`config.mk`:
```
export PLATFORM = sky130hd
export DESIGN_NAME = decimal_text_formatter_top
export DESIGN_NICKNAME = d
export VERILOG_FILES = /design/src/hdl/dtf_pkg.sv /design/src/hdl/decimal_text_formatter_top.sv
export SDC_FILE = /design/constraint.sdc
export NUM_CORES = 1
export LEC_CHECK = 0
export ABC_AREA = 1
export BUFFER_PORTS_ARGS = -buffer_cell sky130_fd_sc_hd__clkbuf_2
export CAP_MARGIN = 5
export CORE_MARGIN = 2
export CORE_UTILIZATION = 35
export CTS_CLUSTER_DIAMETER = 200
export DETAILED_ROUTE_END_ITERATION = 6
export GPL_TIMING_DRIVEN = 0
export PLACE_DENSITY_LB_ADDON = 0.15
export RECOVER_POWER = 25
export SETUP_SLACK_MARGIN = 0.15
export SYNTH_ARGS = -nofsm -noshare
export SYNTH_HDL_FRONTEND = slang
export SYNTH_SLANG_ARGS = --single-unit
```
`constraint.sdc`:
```
create_clock -name clock -period 10.3 [get_ports clock]
set_clock_uncertainty 0.05 [all_clocks]
set_input_delay 0.515 -clock clock [delete_from_list [all_inputs] [get_ports clock]]
set_output_delay 0.515 -clock clock [all_outputs]
set_load 0.01 [all_outputs]
```
`src/hdl/dtf_pkg.sv`:
```
// Shared constants for the decimal text formatter.
// No dependencies; used by decimal_text_formatter_top.
`timescale 1ns / 1ps

package dtf_pkg;

   // Field widths of the stream words
   localparam int VALUE_W     = 32;
   localparam int CHAR_W      = 6;
   localparam int RSP_TDATA_W = 8;
   localparam int DIGIT_W     = 4;

   // Default maximum number of decimal digits printed
   localparam int DIGIT_COUNT_DEF = 5;

   // Double dabble split: input bits consumed per pipeline stage
   localparam int BITS_PER_STAGE = 8;
   localparam int DABBLE_STAGES  = VALUE_W / BITS_PER_STAGE;

   // ASCII code of the character '0'
   localparam logic [CHAR_W-1:0] ASCII_ZERO = 6'd48;

   // Largest legal BCD digit
   localparam logic [DIGIT_W-1:0] DIGIT_MAX = 4'd9;

endpackage

```
`src/hdl/decimal_text_formatter_top.sv`:
```
// Decimal text formatter: unsigned binary word in, ASCII decimal digits out.
// Depends on dtf_pkg for widths and constants.
`timescale 1ns / 1ps

// Each 32-bit input word is printed as its DIGIT_COUNT lowest decimal digits
// (value modulo 10^DIGIT_COUNT), most significant first, with leading zeros
// dropped; zero prints as a single '0'. tlast marks the least significant
// digit. A value yields 1 to DIGIT_COUNT characters, one character per cycle
// while rsp_tready is high, so the sustained rate is set by the character
// serializer at the output, which can load the next value as the last
// character of a run leaves. Conversion runs as a double dabble pipeline of
// DABBLE_STAGES stages (8 input bits each) followed by a leading-zero stage
// and the serializer, each of which holds its word while stalled. A new
// input word is accepted every cycle while the pipeline has room, also while
// a character waits on rsp_tready.
module decimal_text_formatter_top #(
   parameter int DIGIT_COUNT = dtf_pkg::DIGIT_COUNT_DEF
) (
   input  logic                            clock,
   input  logic                            reset,
   // req_tdata: [31:0] value
   input  logic                            req_tvalid,
   output logic                            req_tready,
   input  logic [dtf_pkg::VALUE_W-1:0]     req_tdata,
   // rsp_tdata: [5:0] digit_char, [7:6] zero; rsp_tlast: last_digit
   output logic                            rsp_tvalid,
   input  logic                            rsp_tready,
   output logic [dtf_pkg::RSP_TDATA_W-1:0] rsp_tdata,
   output logic                            rsp_tlast
);

   localparam int BCD_W  = dtf_pkg::DIGIT_W * DIGIT_COUNT;
   localparam int POS_W  = (DIGIT_COUNT > 1) ? $clog2(DIGIT_COUNT) : 1;
   localparam int STAGES = dtf_pkg::DABBLE_STAGES;

   // Double dabble pipeline registers
   logic                        dab_valid_ff [STAGES];
   logic [dtf_pkg::VALUE_W-1:0] dab_bin_ff   [STAGES];
   logic [BCD_W-1:0]            dab_bcd_ff   [STAGES];
   logic [dtf_pkg::VALUE_W-1:0] dab_bin_in   [STAGES];
   logic [BCD_W-1:0]            dab_bcd_in   [STAGES];
   logic                        stage_rdy    [STAGES+1];

   // Leading-zero stage
   logic                        lead_valid_ff;
   logic [dtf_pkg::DIGIT_W-1:0] lead_digits_ff [DIGIT_COUNT];
   logic [POS_W-1:0]            lead_top_ff;
   logic [POS_W-1:0]            lead_top_in;

   // Serializer
   logic                        ser_valid_ff;
   logic [dtf_pkg::DIGIT_W-1:0] ser_digits_ff [DIGIT_COUNT];
   logic [POS_W-1:0]            ser_pos_ff;
   logic                        ser_free;
   logic                        ser_load;
   logic                        rsp_fire;
   logic [dtf_pkg::DIGIT_W-1:0] cur_digit;
   logic [dtf_pkg::CHAR_W-1:0]  cur_char;

   // Backpressure chain: a stage takes a word when empty or when it moves on
   assign stage_rdy[STAGES] = !lead_valid_ff || ser_free;
   assign req_tready        = stage_rdy[0];

   genvar s;
   generate
      for (s = 0; s < STAGES; s++) begin : g_dabble
         logic                        src_valid;
         logic [dtf_pkg::VALUE_W-1:0] src_bin;
         logic [BCD_W-1:0]            src_bcd;

         assign stage_rdy[s] = !dab_valid_ff[s] || stage_rdy[s+1];

         if (s == 0) begin : g_first
            assign src_valid = req_tvalid;
            assign src_bin   = req_tdata;
            assign src_bcd   = '0;
         end else begin : g_next
            assign src_valid = dab_valid_ff[s-1];
            assign src_bin   = dab_bin_ff[s-1];
            assign src_bcd   = dab_bcd_ff[s-1];
         end

         // Eight shift-and-correct steps; the carry out of the top digit
         // is dropped, which keeps the value modulo 10^DIGIT_COUNT
         always_comb begin
            logic [BCD_W-1:0]            b;
            logic [dtf_pkg::VALUE_W-1:0] v;
            b = src_bcd;
            v = src_bin;
            for (int step = 0; step < dtf_pkg::BITS_PER_STAGE; step++) begin
               for (int d = 0; d < DIGIT_COUNT; d++) begin
                  if (b[d*dtf_pkg::DIGIT_W +: dtf_pkg::DIGIT_W] >= 4'd5) begin
                     b[d*dtf_pkg::DIGIT_W +: dtf_pkg::DIGIT_W] =
                        b[d*dtf_pkg::DIGIT_W +: dtf_pkg::DIGIT_W] + 4'd3;
                  end
               end
               b = {b[BCD_W-2:0], v[dtf_pkg::VALUE_W-1]};
               v = {v[dtf_pkg::VALUE_W-2:0], 1'b0};
            end
            dab_bcd_in[s] = b;
            dab_bin_in[s] = v;
         end

         always_ff @(posedge clock) begin
            if (reset) begin
               dab_valid_ff[s] <= 1'b0;
            end else if (stage_rdy[s]) begin
               dab_valid_ff[s] <= src_valid;
            end
         end

         always_ff @(posedge clock) begin
            if (stage_rdy[s] && src_valid) begin
               dab_bin_ff[s] <= dab_bin_in[s];
               dab_bcd_ff[s] <= dab_bcd_in[s];
            end
         end
      end
   endgenerate

   // Highest nonzero digit; digit 0 is always printed
   always_comb begin
      lead_top_in = '0;
      for (int d = 1; d < DIGIT_COUNT; d++) begin
         if (dab_bcd_ff[STAGES-1][d*dtf_pkg::DIGIT_W +: dtf_pkg::DIGIT_W] != '0) begin
            lead_top_in = POS_W'(d);
         end
      end
   end

   always_ff @(posedge clock) begin
      if (reset) begin
         lead_valid_ff <= 1'b0;
      end else if (stage_rdy[STAGES]) begin
         lead_valid_ff <= dab_valid_ff[STAGES-1];
      end
   end

   always_ff @(posedge clock) begin
      if (stage_rdy[STAGES] && dab_valid_ff[STAGES-1]) begin
         for (int d = 0; d < DIGIT_COUNT; d++) begin
            lead_digits_ff[d] <=
               dab_bcd_ff[STAGES-1][d*dtf_pkg::DIGIT_W +: dtf_pkg::DIGIT_W];
         end
         lead_top_ff <= lead_top_in;
      end
   end

   // Serializer: one character per output handshake, counting down to digit 0
   assign rsp_fire = ser_valid_ff && rsp_tready;
   assign ser_free = !ser_valid_ff || (rsp_tready && ser_pos_ff == '0);
   assign ser_load = lead_valid_ff && ser_free;

   always_ff @(posedge clock) begin
      if (reset) begin
         ser_valid_ff <= 1'b0;
      end else if (ser_load) begin
         ser_valid_ff <= 1'b1;
      end else if (rsp_fire && ser_pos_ff == '0) begin
         ser_valid_ff <= 1'b0;
      end
   end

   always_ff @(posedge clock) begin
      if (ser_load) begin
         ser_digits_ff <= lead_digits_ff;
         ser_pos_ff    <= lead_top_ff;
      end else if (rsp_fire && ser_pos_ff != '0) begin
         ser_pos_ff <= ser_pos_ff - 1'b1;
      end
   end

   // Output word
   assign cur_digit  = ser_digits_ff[ser_pos_ff];
   assign cur_char   = dtf_pkg::ASCII_ZERO + {2'b00, cur_digit};
   assign rsp_tvalid = ser_valid_ff;
   assign rsp_tdata  = {{(dtf_pkg::RSP_TDATA_W - dtf_pkg::CHAR_W){1'b0}}, cur_char};
   assign rsp_tlast  = (ser_pos_ff == '0);

   // Leading-zero stage points at a nonzero digit unless it points at digit 0
   a_lead_top_nonzero: assert property (@(posedge clock) disable iff (reset)
      lead_valid_ff && lead_top_ff != '0 |-> lead_digits_ff[lead_top_ff] != '0)
      else $error("leading digit is zero");

   // Serializer position stays inside the digit array
   a_pos_range: assert property (@(posedge clock) disable iff (reset)
      ser_valid_ff |-> ser_pos_ff <= POS_W'(DIGIT_COUNT - 1))
      else $error("serializer position out of range");

   // A new value only replaces a run whose last word is leaving
   a_load_after_last: assert property (@(posedge clock) disable iff (reset)
      ser_load && ser_valid_ff |-> rsp_tlast && rsp_tready)
      else $error("run overwritten before its last word");

   // Every emitted character is a decimal digit
   a_digit_range: assert property (@(posedge clock) disable iff (reset)
      rsp_tvalid |-> cur_digit <= dtf_pkg::DIGIT_MAX)
      else $error("non-decimal digit emitted");

   // A stalled leading-zero stage keeps its word
   a_lead_hold: assert property (@(posedge clock) disable iff (reset)
      lead_valid_ff && !ser_free |=> lead_valid_ff && $stable(lead_top_ff))
      else $error("leading-zero stage dropped a word");

endmodule
```
After elaboration in Yosys (flattened, before gate mapping)
Memory sizes are Yosys's and may differ from the RTL's. Index checks and enable logic that the tools add are counted.

Input bits: 36. Memories: 3. RAM bits: 180. Register bits: 48. Output and inout bits: 11.

Memories: dab_bin_ff (depth 4, bits a word 24, rd ports 3, clocked after Yosys merged registers in 0, wr ports 4, line decimal_text_formatter_top.sv:38) `logic [dtf_pkg::VALUE_W-1:0] dab_bin_ff [STAGES];`; dab_bcd_ff (depth 4, bits a word 20, rd ports 4, clocked after Yosys merged registers in 0, wr ports 4, line decimal_text_formatter_top.sv:39) `logic [BCD_W-1:0] dab_bcd_ff [STAGES];`; dab_valid_ff (depth 4, bits a word 1, rd ports 4, clocked after Yosys merged registers in 0, wr ports 4, line decimal_text_formatter_top.sv:37) `logic dab_valid_ff [STAGES];`.

Bitwise logic cells: 5. $lt $le $gt $ge: 146. Reductions and logical operators: 30. Add/subtract/negate cells: 147. Mux-type cells: 181.

Operator list (count): 4-bit by 3-bit >= comparator with 1-bit output (second input constant) (140); 4-bit two-way mux (120); 4-bit by 2-bit adder with 4-bit output (second input constant) (114); 3-bit two-way mux (31); 3-bit by 2-bit adder with 3-bit output (second input constant) (26); 1-bit two-way mux (29); 4-bit nonzero test (4); 1-bit by 2-bit adder with 3-bit output (second input constant) (5); 1-bit by 3-bit >= comparator with 1-bit output (second input constant) (5); 4-bit binary-select mux with 3-bit select (1); 1-bit logical AND (10); 5-bit by 5-bit adder with 6-bit output (first input constant) (1); 1-bit zero test (6); 1-bit logical OR (6); 4-bit >= comparator (second input constant) (1); 3-bit inverter with 4-bit output (1); 1-bit OR (4); 2-bit nonzero test (2); 3-bit zero test (1); 3-bit nonzero test (1); 3-bit by 1-bit subtractor with 3-bit output (second input constant) (1).

Logic depth before layout (Yosys ltp)
An unclocked memory read counts as a cell.

Word-level depth: 17. Gate-level depth with buffers: 60. Gate-level depth less buffers: 60.

Worst setup path before layout
No wires, ideal clock.

Kind: flip-flop to flip-flop. Start point: memory dab_bcd_ff[2][12] (netlist name). End point: memory dab_bcd_ff[3][18] (netlist name) (data pin). Arrival time: 5.762 ns. Buffers on the path: 0. Cell stages (with the launch flop): 55. Clock period less this slack: 6.065 ns. Required time: 9.996 ns. Slack: 4.235 ns. Cell sequence: edfxtp_1 inv_1 ha_1 nand2_1 nand2_1 nand2_1 nand2_1 inv_1 ha_1 nand3b_1 nand2_1 nand2_1 nand2_1 nand2_1 inv_1 ha_1 inv_1 nand4_1 [... 19 more ...] inv_1 nand4_1 nand2_1 nand2_1 nand2_1 nand2_1 ha_1 or2_2 nand3_1 nand2_1 xor2_1 inv_1 ha_1 or2_2 nand3_1 nand2_1 nand2_1 nand2_1.

RTL lines (line): start, declared (decimal_text_formatter_top.sv:39).

==> impl_metrics.json <==
{
  "status": "completed",
  "ctsHoldBuffers": 0,
  "startpoint": "dab_bcd_ff[2][13]",
  "cts_max_path_buffers": 2,
  "synth-edff-count": 168,
  "dieArea_sq_mm": 0.05049,
  "drtIter0Drc": 603,
  "path_class": "reg -> reg",
  "r2r_start": "dab_bcd_ff[2][13]",
  "avgSynthCellArea_sq_um": 7.246,
  "clock-root-buffer": "clkbuf_16",
  "cp-end-kind": "flop",
  "cp.required_ps": 10460,
  "die_x_microns": 224.7,
  "rsz0062_at_grt": "no",
  "drc": 0,
  "placed_cells": 3015,
  "final_nets": 2561,
  "ant_nets": 0,
  "hpwl_mm": 25.55,
  "h-tree-depth": 4,
  "path_buf_inv": 8,
  "vias": 14130,
  "timing.critical_path.mode_cell": "nand2_1",
  "path_max_fanout": 5,
  "grt_max_degree": 29,
  "final_common_cell": "nand2_1",
  "core.rowCount": 80,
  "arrival_ps": 6900,
  "syn2layout_area_growth_pct": 9.929,
  "cp.depth": 54,
  "port_buffers": 42,
  "clk_transition_reported_paths_ps": 70,
  "worstHoldPathType": "in -> reg",
  "startpoint_type": "flop",
  "maxCapViolations": 0,
  "grt_pass1_vias": 13310,
  "cts_buffers": 17,
  "ios": 47,
  "yosys_warnings": 0,
  "finalSetupViolCount": 0,
  "regArea_sq_mm": 0.005085,
  "gp_congestion": 0.7862,
  "cp_top_family": "simple AND/OR/NAND/NOR gates",
  "seq_area_frac_synth_pct": 29.83,
  "multi_input_area_sq_mm": 0.01029,
  "min_period_ps": 6740,
  "ys_seq_elements": 170,
  "relSlewSlack_pct": 41.19,
  "synth_area_sq_mm": 0.01705,
  "period_share_pct": 65.43,
  "hold_viol": 0,
  "final_cell_mix": "nand2_1, inv_1, nand3_1, edfxtp_1, nand2_2",
  "initial_core_util_pct": 35.56,
  "final_max_slew_viol_count": 0,
  "clock.fmax_ghz": 0.1484,
  "grt_pass1_wl_mm": 54.32,
  "cts-resized-gates": 0,
  "antenna_found_initial": 0,
  "ff2ff_setup_slack_ps": 3560,
  "n_fill_cell": 4814,
  "antennaDiodeCount": 0,
  "post_drt_wl_per_cell_microns": 10.00,
  "clkSinkCount": 170,
  "hold_slack_ps": 184.2,
  "cts_tree": "built",
  "die_y_microns": 224.7,
  "slowest_delay_ps": 410,
  "drt-vias-per-instance": 4.637,
  "postCtsSetupBuffers": 0,
  "overflow": 0,
  "synth_flop_cell": "edfxtp_1",
  "instances_no_fill": 3047,
  "firstDrtPassIters": 6,
  "endpoint": "dab_bcd_ff[3][17]",
  "fin_setup_tns_ps": 0,
  "syn-instance-count": 2353,
  "grt_usage_pct": 12.59,
  "tightest_slew_ps": 881.2,
  "worstRegToRegCells": 54,
  "insertion_delay_ps": 450,
  "layout-drive-gt1-share_pct": 18.01,
  "yosysUniqueCellTypes": 55,
  "core_area_sq_mm": 0.04795,
  "reg2reg_to": "dab_bcd_ff[3][17]",
  "wl_mm": 30.48,
  "cp_slowest_cell": "edfxtp_1",
  "ys_async_sr_fraction_pct": 0
}
[metal layers]
layer	vias to the layer above	track usage (%)	wire length (microns)
met5	-	0	0
met4	0	2.863	319
met3	18	2.417	631
met2	74	23.22	14970
met1	6278	15.04	14560
li1	7758	-	-
[sequential cells by signal (all words and copies together) (netlist names), 3 cells and up]
register	cells
dab_bin_ff	48
dab_bcd_ff	70
lead_top_ff	3
dab_valid_ff	4
ser_digits_ff	20
lead_digits_ff	20
ser_pos_ff	3
[metrics by stage]
step | instance area [sq um] | util (%) | setup slack, ps
finish | 18740 | 39.09 | 3560
global route | 18740 | 39.09 | 2737
CTS | 18750 | 39.10 | 3526
detailed placement | 18120 | 37.78 | 3564
global placement | 18040 | 37.62 | 3745
floorplan | 17060 | - | 4235
[Yosys cell counts, types with 5 or more instances]
library cell  instances  share of area, %
inv_2                41              0.90
ha_1                106               7.8
a21o_1               23               1.0
nand2_4              40               2.6
xor2_2               14               1.3
nand3_2              57               3.3
nand3_1             219               6.4
nand2_1             700                15
nand3b_1             10              0.44
a21oi_1              30              0.88
or2_2                 5              0.18
xnor2_1               6              0.31
inv_1               398               8.8
nand2_2             132               4.8
nor3_1                8              0.23
nand4_1              67               2.5
and2_1               25              0.92
o21a_1                6              0.26
nand3_4               6              0.62
o211ai_1              5              0.22
edfxtp_1            168                30
xor2_1               42               2.2
o21ai_0              59               1.7
and2_4                9              0.46
o21ai_2              35               1.8
nor2_1               49               1.1
o21ai_1              36               1.1
[cell families after synthesis]
logic type	Yosys count	share of synthesized area [%]
simple gates	1336	39.41
buf+inv	448	9.959
compound gates	222	8.513
flops	170	29.83
fa+ha+maj	106	7.779
xor+xnor	67	4.345
other cells	2	0.04405
mux	2	0.1248
[layout make-up]
cell class / instances / area share (%)
Inverter: 441 / 8.839
Sequential cell: 170 / 27.13
Clock inverter: 14 / 1.075
Tap cell: 615 / 4.106
Buffer: 7 / 0.2203
Clock buffer: 18 / 2.290
Timing Repair Buffer: 45 / 1.429
Multi-Input combinational cell: 1737 / 54.91
[worst min path at each step]
stage / from / end / slack [ps] / cells past startpoint
6_report: req_tdata[1] / dab_bin_ff[0][1] / 180 / 1
5_1_grt: req_tdata[19] / dab_bin_ff[0][19] / 160 / 1
4_1_cts: req_tdata[21] / dab_bin_ff[0][21] / 140 / 1
3_5_place_dp: lead_digits_ff[6] / ser_digits_ff[6] / 360 / 0
3_3_place_gp: dab_bin_ff[0][16] / dab_bcd_ff[1][0] / 350 / 0
2_1_floorplan: dab_bin_ff[0][16] / dab_bcd_ff[1][0] / 350 / 0
Power is not shown: default switching activity piles up to over one toggle a cycle in this logic, so the estimate is an artifact.
